File: config.mk
export PLATFORM = sky130hd
export DESIGN_NAME = greedy_note_dispenser
export DESIGN_NICKNAME = d
export VERILOG_FILES = /design/src/rtl/core/gnd_pkg.sv /design/src/rtl/core/gnd_ctrl.sv /design/src/rtl/core/gnd_datapath.sv /design/src/rtl/core/greedy_note_dispenser.sv
export SDC_FILE = /design/constraint.sdc
export NUM_CORES = 2
export LEC_CHECK = 0
export ABC_AREA = 1
export BUFFER_PORTS_ARGS = -buffer_cell sky130_fd_sc_hd__buf_2
export CORE_MARGIN = 3
export CORE_UTILIZATION = 30
export DETAILED_ROUTE_END_ITERATION = 16
export GPL_TIMING_DRIVEN = 0
export PLACE_DENSITY = 0.47
export SYNTH_ARGS = -nofsm -noshare
export SYNTH_HDL_FRONTEND = slang
export SYNTH_SLANG_ARGS = --single-unit
File: constraint.sdc
create_clock -name clk -period 19.7 [get_ports clk]
set_clock_uncertainty 0.2 [all_clocks]
set_input_delay 5.91 -clock clk [delete_from_list [all_inputs] [get_ports clk]]
set_output_delay 5.91 -clock clk [all_outputs]
set_load 0.03 [all_outputs]
File: src/rtl/core/gnd_pkg.sv
// ----------------------------------------------------------------------------
// gnd_pkg
// Types, constants and note tables shared by the note dispenser modules.
// ----------------------------------------------------------------------------
package gnd_pkg;

  // Number of note denominations and the width of an index over them.
  localparam int NUM_DENOMS = 5;
  localparam int IDX_W      = 3;

  // Field widths of the request and result words.
  localparam int AMT_W      = 32;
  localparam int DEP_W      = 16;
  localparam int TAKE_W     = 28;
  localparam int DENOM_W    = 9;
  localparam int RECIP_W    = 28;

  localparam int OUT20_W    = 28;
  localparam int OUT50_W    = 27;
  localparam int OUT100_W   = 26;
  localparam int OUT200_W   = 25;
  localparam int OUT500_W   = 24;

  // Denomination indexes, smallest note first.
  localparam logic [IDX_W-1:0] IDX_20  = 3'd0;
  localparam logic [IDX_W-1:0] IDX_50  = 3'd1;
  localparam logic [IDX_W-1:0] IDX_100 = 3'd2;
  localparam logic [IDX_W-1:0] IDX_200 = 3'd3;
  localparam logic [IDX_W-1:0] IDX_500 = 3'd4;

  // Request type codes.
  localparam logic REQ_DEPOSIT  = 1'b0;
  localparam logic REQ_WITHDRAW = 1'b1;

  // Input word.
  typedef struct packed {
    logic               req_type;
    logic [AMT_W-1:0]   amount;
    logic [DEP_W-1:0]   deposit_twenty;
    logic [DEP_W-1:0]   deposit_fifty;
    logic [DEP_W-1:0]   deposit_hundred;
    logic [DEP_W-1:0]   deposit_two_hundred;
    logic [DEP_W-1:0]   deposit_five_hundred;
  } in_word_t;

  // Result word.
  typedef struct packed {
    logic                ok;
    logic [OUT20_W-1:0]  out_twenty;
    logic [OUT50_W-1:0]  out_fifty;
    logic [OUT100_W-1:0] out_hundred;
    logic [OUT200_W-1:0] out_two_hundred;
    logic [OUT500_W-1:0] out_five_hundred;
  } out_word_t;

  // Controller states.
  typedef enum logic [2:0] {
    ST_IDLE,
    ST_MUL,
    ST_REM,
    ST_SEL,
    ST_SUB,
    ST_FIN
  } state_t;

  // Commands from the controller to the datapath.
  typedef struct packed {
    logic             load;
    logic             mul;
    logic             rem;
    logic             sel;
    logic             sub;
    logic             fin;
    logic [IDX_W-1:0] idx;
  } ctrl_cmd_t;

  // Status from the datapath to the controller.
  typedef struct packed {
    logic in_withdraw;
    logic out_free;
  } ctrl_sts_t;

  // Face value of a note.
  function automatic logic [DENOM_W-1:0] denom_value(input logic [IDX_W-1:0] idx);
    logic [DENOM_W-1:0] val;
    unique case (idx)
      IDX_20:  val = 9'd20;
      IDX_50:  val = 9'd50;
      IDX_100: val = 9'd100;
      IDX_200: val = 9'd200;
      IDX_500: val = 9'd500;
      default: val = 9'd500;
    endcase
    return val;
  endfunction

  // Reciprocal floor(2^32 / value); the quotient estimate is low by at most one.
  function automatic logic [RECIP_W-1:0] denom_recip(input logic [IDX_W-1:0] idx);
    logic [RECIP_W-1:0] val;
    unique case (idx)
      IDX_20:  val = 28'd214748364;
      IDX_50:  val = 28'd85899345;
      IDX_100: val = 28'd42949672;
      IDX_200: val = 28'd21474836;
      IDX_500: val = 28'd8589934;
      default: val = 28'd8589934;
    endcase
    return val;
  endfunction

endpackage

File: src/rtl/core/gnd_ctrl.sv
// ----------------------------------------------------------------------------
// gnd_ctrl
// Sequencer that steps the datapath through a deposit or a greedy withdrawal.
// ----------------------------------------------------------------------------
module gnd_ctrl (
  input  logic                clk,
  input  logic                rst_n,
  input  logic                in_valid,
  output logic                in_stall,
  input  gnd_pkg::ctrl_sts_t  sts,
  output gnd_pkg::ctrl_cmd_t  cmd
);

  gnd_pkg::state_t                state_r;
  gnd_pkg::state_t                state_nxt;
  logic [gnd_pkg::IDX_W-1:0]      idx_r;
  logic [gnd_pkg::IDX_W-1:0]      idx_nxt;

  // State and denomination index registers.
  always_ff @(posedge clk) begin
    if (!rst_n) begin
      state_r <= gnd_pkg::ST_IDLE;
      idx_r   <= gnd_pkg::IDX_500;
    end else begin
      state_r <= state_nxt;
      idx_r   <= idx_nxt;
    end
  end

  // Next state: four steps per denomination, largest note first; a deposit goes straight to the finish state.
  always_comb begin
    state_nxt = state_r;
    idx_nxt   = idx_r;
    unique case (state_r)
      gnd_pkg::ST_IDLE: begin
        if (in_valid) begin
          idx_nxt = gnd_pkg::IDX_500;
          if (sts.in_withdraw) begin
            state_nxt = gnd_pkg::ST_MUL;
          end else begin
            state_nxt = gnd_pkg::ST_FIN;
          end
        end
      end
      gnd_pkg::ST_MUL: state_nxt = gnd_pkg::ST_REM;
      gnd_pkg::ST_REM: state_nxt = gnd_pkg::ST_SEL;
      gnd_pkg::ST_SEL: state_nxt = gnd_pkg::ST_SUB;
      gnd_pkg::ST_SUB: begin
        if (idx_r == gnd_pkg::IDX_20) begin
          state_nxt = gnd_pkg::ST_FIN;
        end else begin
          idx_nxt   = idx_r - 1'b1;
          state_nxt = gnd_pkg::ST_MUL;
        end
      end
      gnd_pkg::ST_FIN: begin
        if (sts.out_free) begin
          state_nxt = gnd_pkg::ST_IDLE;
        end
      end
      default: state_nxt = gnd_pkg::ST_IDLE;
    endcase
  end

  // Commands to the datapath.
  always_comb begin
    in_stall = (state_r != gnd_pkg::ST_IDLE);
    cmd.load = (state_r == gnd_pkg::ST_IDLE) && in_valid;
    cmd.mul  = (state_r == gnd_pkg::ST_MUL);
    cmd.rem  = (state_r == gnd_pkg::ST_REM);
    cmd.sel  = (state_r == gnd_pkg::ST_SEL);
    cmd.sub  = (state_r == gnd_pkg::ST_SUB);
    cmd.fin  = (state_r == gnd_pkg::ST_FIN) && sts.out_free;
    cmd.idx  = idx_r;
  end

endmodule

File: src/rtl/core/gnd_datapath.sv
// ----------------------------------------------------------------------------
// gnd_datapath
// Note stock, quotient unit and result register of the note dispenser.
// ----------------------------------------------------------------------------
module gnd_datapath #(
  parameter int COUNT_WIDTH = 32
) (
  input  logic                clk,
  input  logic                rst_n,
  input  gnd_pkg::in_word_t   in_data,
  output logic                out_valid,
  input  logic                out_stall,
  output gnd_pkg::out_word_t  out_data,
  input  gnd_pkg::ctrl_cmd_t  cmd,
  output gnd_pkg::ctrl_sts_t  sts
);

  localparam int CMP_W = (COUNT_WIDTH > gnd_pkg::TAKE_W) ? COUNT_WIDTH : gnd_pkg::TAKE_W;
  localparam int SUM_W = ((COUNT_WIDTH > gnd_pkg::DEP_W) ? COUNT_WIDTH : gnd_pkg::DEP_W) + 1;
  localparam int PROD_W = gnd_pkg::AMT_W + gnd_pkg::RECIP_W;
  localparam int QD_W   = gnd_pkg::TAKE_W + gnd_pkg::DENOM_W;

  gnd_pkg::in_word_t              req_r;
  logic [gnd_pkg::AMT_W-1:0]      left_r;
  logic [gnd_pkg::TAKE_W-1:0]     qest_r;
  logic [gnd_pkg::AMT_W-1:0]      rem_r;
  logic [gnd_pkg::TAKE_W-1:0]     n_r;
  logic [gnd_pkg::TAKE_W-1:0]     take_r  [gnd_pkg::NUM_DENOMS];
  logic [COUNT_WIDTH-1:0]         stock_r [gnd_pkg::NUM_DENOMS];
  logic                           out_valid_r;
  gnd_pkg::out_word_t             out_word_r;

  logic [gnd_pkg::DENOM_W-1:0]    denom;
  logic [PROD_W-1:0]              prod;
  logic [QD_W-1:0]                qd;
  logic                           q_low;
  logic [gnd_pkg::TAKE_W-1:0]     q;
  logic [CMP_W-1:0]               q_ext;
  logic [CMP_W-1:0]               stock_ext;
  logic [gnd_pkg::TAKE_W-1:0]     n;
  logic [QD_W-1:0]                nd;
  logic [gnd_pkg::DEP_W-1:0]      dep     [gnd_pkg::NUM_DENOMS];
  logic [COUNT_WIDTH-1:0]         dep_sum [gnd_pkg::NUM_DENOMS];
  logic [COUNT_WIDTH-1:0]         wd_diff [gnd_pkg::NUM_DENOMS];
  logic                           ok;
  logic                           is_withdraw;

  assign sts.in_withdraw = (in_data.req_type == gnd_pkg::REQ_WITHDRAW);
  assign sts.out_free    = !out_valid_r || !out_stall;
  assign out_valid       = out_valid_r;
  assign out_data        = out_word_r;

  // Quotient unit: reciprocal estimate, remainder, one-step correction.
  always_comb begin
    denom     = gnd_pkg::denom_value(cmd.idx);
    prod      = PROD_W'(left_r) * PROD_W'(gnd_pkg::denom_recip(cmd.idx));
    qd        = QD_W'(qest_r) * QD_W'(denom);
    q_low     = (rem_r >= gnd_pkg::AMT_W'(denom));
    q         = qest_r + gnd_pkg::TAKE_W'(q_low);
    q_ext     = CMP_W'(q);
    stock_ext = CMP_W'(stock_r[cmd.idx]);
    // Never more notes than the stock holds.
    if (q_ext <= stock_ext) begin
      n = q;
    end else begin
      n = stock_ext[gnd_pkg::TAKE_W-1:0];
    end
    nd = QD_W'(n_r) * QD_W'(denom);
  end

  // Stock updates for deposits (saturating) and accepted withdrawals.
  always_comb begin
    dep[0] = req_r.deposit_twenty;
    dep[1] = req_r.deposit_fifty;
    dep[2] = req_r.deposit_hundred;
    dep[3] = req_r.deposit_two_hundred;
    dep[4] = req_r.deposit_five_hundred;
    for (int i = 0; i < gnd_pkg::NUM_DENOMS; i++) begin
      logic [SUM_W-1:0] sum;
      logic [CMP_W-1:0] diff;
      sum  = SUM_W'(stock_r[i]) + SUM_W'(dep[i]);
      if (sum > SUM_W'({COUNT_WIDTH{1'b1}})) begin
        dep_sum[i] = {COUNT_WIDTH{1'b1}};
      end else begin
        dep_sum[i] = sum[COUNT_WIDTH-1:0];
      end
      diff       = CMP_W'(stock_r[i]) - CMP_W'(take_r[i]);
      wd_diff[i] = diff[COUNT_WIDTH-1:0];
    end
    is_withdraw = (req_r.req_type == gnd_pkg::REQ_WITHDRAW);
    ok          = !is_withdraw || (left_r == '0);
  end

  // Working registers of one request.
  always_ff @(posedge clk) begin
    if (cmd.load) begin
      req_r  <= in_data;
      left_r <= in_data.amount;
    end
    if (cmd.mul) begin
      qest_r <= prod[gnd_pkg::AMT_W +: gnd_pkg::TAKE_W];
    end
    if (cmd.rem) begin
      rem_r <= left_r - qd[gnd_pkg::AMT_W-1:0];
    end
    if (cmd.sel) begin
      n_r              <= n;
      take_r[cmd.idx]  <= n;
    end
    if (cmd.sub) begin
      left_r <= left_r - nd[gnd_pkg::AMT_W-1:0];
    end
  end

  // Note stock.
  always_ff @(posedge clk) begin
    if (!rst_n) begin
      for (int i = 0; i < gnd_pkg::NUM_DENOMS; i++) begin
        stock_r[i] <= '0;
      end
    end else if (cmd.fin) begin
      for (int i = 0; i < gnd_pkg::NUM_DENOMS; i++) begin
        if (!is_withdraw) begin
          stock_r[i] <= dep_sum[i];
        end else if (ok) begin
          stock_r[i] <= wd_diff[i];
        end
      end
    end
  end

  // Result register: valid flag.
  always_ff @(posedge clk) begin
    if (!rst_n) begin
      out_valid_r <= 1'b0;
    end else if (cmd.fin) begin
      out_valid_r <= 1'b1;
    end else if (!out_stall) begin
      out_valid_r <= 1'b0;
    end
  end

  // Result register: word. Counts are zero on deposits and refusals.
  always_ff @(posedge clk) begin
    if (cmd.fin) begin
      out_word_r.ok <= ok;
      if (is_withdraw && ok) begin
        out_word_r.out_twenty       <= take_r[0][gnd_pkg::OUT20_W-1:0];
        out_word_r.out_fifty        <= take_r[1][gnd_pkg::OUT50_W-1:0];
        out_word_r.out_hundred      <= take_r[2][gnd_pkg::OUT100_W-1:0];
        out_word_r.out_two_hundred  <= take_r[3][gnd_pkg::OUT200_W-1:0];
        out_word_r.out_five_hundred <= take_r[4][gnd_pkg::OUT500_W-1:0];
      end else begin
        out_word_r.out_twenty       <= '0;
        out_word_r.out_fifty        <= '0;
        out_word_r.out_hundred      <= '0;
        out_word_r.out_two_hundred  <= '0;
        out_word_r.out_five_hundred <= '0;
      end
    end
  end

endmodule

File: src/rtl/core/greedy_note_dispenser.sv
// ----------------------------------------------------------------------------
// greedy_note_dispenser
// Withdrawal: four steps per note (multiply, remainder, correct and clamp,
// subtract) for each of five notes, largest first, then a stock update.
// Deposit: skips the note steps and goes straight to the stock update.
// Next word accepted when idle again, later while a stalled result blocks.
// Reset clears all stock counts to zero and empties the output register.
// ----------------------------------------------------------------------------
module greedy_note_dispenser #(
  parameter int COUNT_WIDTH = 32
) (
  input  logic                clk,
  input  logic                rst_n,
  input  logic                in_valid,
  output logic                in_stall,
  input  gnd_pkg::in_word_t   in_data,
  output logic                out_valid,
  input  logic                out_stall,
  output gnd_pkg::out_word_t  out_data
);

  gnd_pkg::ctrl_cmd_t cmd;
  gnd_pkg::ctrl_sts_t sts;

  // Sequencer.
  gnd_ctrl u_ctrl (
    .clk      (clk),
    .rst_n    (rst_n),
    .in_valid (in_valid),
    .in_stall (in_stall),
    .sts      (sts),
    .cmd      (cmd)
  );

  // Stock and arithmetic.
  gnd_datapath #(
    .COUNT_WIDTH (COUNT_WIDTH)
  ) u_datapath (
    .clk       (clk),
    .rst_n     (rst_n),
    .in_data   (in_data),
    .out_valid (out_valid),
    .out_stall (out_stall),
    .out_data  (out_data),
    .cmd       (cmd),
    .sts       (sts)
  );

endmodule

==> out/metrics.cfg <==
[route]
vias = 73110
routed_wl_microns = 384300
wire_per_inst_microns = 26.77
drtPass1Iterations = 6
vias_per_cell = 5.092
antenna_left = 0
drt_iter0_drc = 6789
drcViolationCount = 0

[outcome]
violations = max-capacitance violations, max-slew violations
run_status = finished, violations left

[clocking]
htreeDepth = 3
cts_num_sinks = 642
cts_tree = built
cts-root-buf = clkbuf_16
insertion_delay_ns = 0.71
cts_buffers = 78
cts_resized = 0
clk_pin_slew_ns = 0.06
holdBufCountCts = 0
cts_setup_buffers = 0
cts_max_path_buffers = 3

[sta]
slew_viol_final = 33
hold_violations = 0
rsz0062_at_grt = no
period_minus_slack_ns = 11.35
setup_violations = 0
tightest_slew_ns = 1.535
post-route-period-util = 0.5759
tns_ns = 0
relSlewSlack = -0.02336
worst_slack_ns = 8.354
whs_ns = 0.3331
max_freq_mhz = 88.14

[global_routing]
grtUsageTotal = 0.2655
grt_pass1_vias = 74360
antenna_found_initial = 33
grt_max_degree = 77
grt_pass1_wl_microns = 542300
grt-ovfl-total = 0

[placement]
pre_cts_ws_ns = 8.535
port_buffers = 249
dp_hpwl_microns = 327500
place_congestion = 1.005

[layout]
fill_cells = 29200
synthToLayoutAreaGrowth_pct = 11.47
final_core_util = 0.3376
mostFrequentLayoutCells = 2,040 x inv_1, 1,804 x nand2_1, 1,413 x nor2_1
final_common_cell = inv_1
multi_input_area_sq_um = 55360
fin_nets = 12440
seq_area_sq_um = 19180
drive_gt1_frac = 0.05759

[logic_synthesis]
synth_enable_flop_cells = 632
syn_avg_cell_area_sq_um = 8.164
ys_types = 54
async_reset_ff_frac = 0
ys_ff_latch = 642
synth_ff_type = edfxtp_1
yosys_warnings = 0
syn_inst = 10200
synth_area_sq_um = 83300
synth_fp_nets = 12060
ys_seq_area_frac = 0.2302

[worst_setup_path]
end_kind = register
crit_top_cell = fa_1
cp.required_ns = 19.93
worstPathMaxFanout = 10
max_stage_delay_ns = 0.90
worst-setup-path-type = reg2reg
cp-start-kind = register
cp_slowest_cell = nor2_2
worstPathArrival_ns = 11.58

[die]
rows = 192
die_w_microns = 533.0
die_y_microns = 533.0
core_sq_um = 275100
start_util = 0.3028
io_pins = 250
design.die.area_sq_um = 284000

[job]
drv_cap = 5

[min_path]
hold_path.class = reg2reg

## logic make-up (layout without fill, tap and decap cells)
| group | Yosys count | in the layout | share of synthesized area |
|---|---|---|---|
| other | 0 | 27 | 0 |
| flip-flops | 642 | 642 | 0.2302 |
| buffers and inverters | 2358 | 2799 | 0.1078 |
| AO/OA/AOI/OAI | 1338 | 1338 | 0.08878 |
| XOR/XNOR | 261 | 261 | 0.02744 |
| adder cells (fa/ha/maj) | 1736 | 1736 | 0.3570 |
| multiplexers | 14 | 14 | 0.001682 |
| AND/OR/NAND/NOR | 3855 | 3855 | 0.1871 |
## state kept, by name, indices dropped and copies added, names as in the netlist, named ones only
register                flops
u_ctrl.idx_r                3
u_ctrl.state_r              3
u_datapath.dep             80
u_datapath.is_withdraw      1
u_datapath.left_r          31
u_datapath.n_r             28
u_datapath.out_data       131
u_datapath.out_valid        1
u_datapath.qest_r          28
u_datapath.rem_r           32
u_datapath.stock_r        160
u_datapath.take_r         140
## metal layers
| layer | routed length, microns | vias to the layer above | global-route usage |
|---|---|---|---|
| met1 | 158100 | 36550 | 0.3414 |
| met4 | 23330 | 6 | 0.1370 |
| met5 | 49 | - | 0 |
| met3 | 26010 | 647 | 0.03719 |
| li1 | - | 32900 | - |
| met2 | 176900 | 3004 | 0.4348 |
## Yosys cell counts (44+ instances only)
master	instances	share of area
nor4_1	44	0.0033
a31oi_1	92	0.0069
nor2_1	1418	0.064
a21o_1	68	0.0061
edfxtp_1	632	0.23
inv_1	2042	0.092
buf_2	46	0.0028
fa_1	1068	0.26
o21bai_1	51	0.0046
nand2_1	1806	0.081
xor2_1	176	0.019
nor3_1	82	0.0049
o21ai_0	428	0.026
nand4_1	78	0.0059
ha_1	668	0.10
a21oi_1	552	0.033
clkbuf_1	177	0.0080
xnor2_1	85	0.0089
nand3_1	340	0.020
## critical path, delay by kind of cell (launching register included)
kind                     cells  cell delay, ns
adder cells (fa/ha/maj)      9            4.49
buffers and inverters        9            2.00
AO/OA/AOI/OAI                2            0.81
flip-flops                   1            0.45
AND/OR/NAND/NOR             12            3.03
## metrics by stage
stage               cells  instance area (sq um)
CTS                 14330                  92760
detailed placement  14190                  90220
global placement    14140                  89160
finish              14360                  92860
floorplan           10200                  83300
global route        14340                  92820
## path summary, 6_finish.rpt
| path | from | end | slack [ns] | cells after the start |
|---|---|---|---|---|
| setup / recovery | u_ctrl.idx_r[1]$_SDFFE_PN0P_ | u_datapath.qest_r[11]$_DFFE_PP_ | 8.35 | 32 |
| setup reg to reg | u_ctrl.idx_r[1]$_SDFFE_PN0P_ | u_datapath.qest_r[11]$_DFFE_PP_ | 8.35 | 32 |
| hold reg to reg | u_datapath.out_valid$_SDFFE_PN0P_ | u_datapath.out_valid$_SDFFE_PN0P_ | 0.33 | 2 |
| hold / removal | u_datapath.out_valid$_SDFFE_PN0P_ | u_datapath.out_valid$_SDFFE_PN0P_ | 0.33 | 2 |
## cell type report
class,count,area share
Timing Repair Buffer,299,0.02272
Tap cell,3686,0.04967
Antenna cell,27,0.0007276
Clock inverter,53,0.005619
Inverter,2097,0.08484
Multi-Input combinational cell,7204,0.5962
Clock buffer,89,0.02169
Sequential cell,642,0.2065
Buffer,261,0.01198
Power is not shown: default switching activity piles up to over one toggle a cycle in this logic, so the estimate is an artifact.
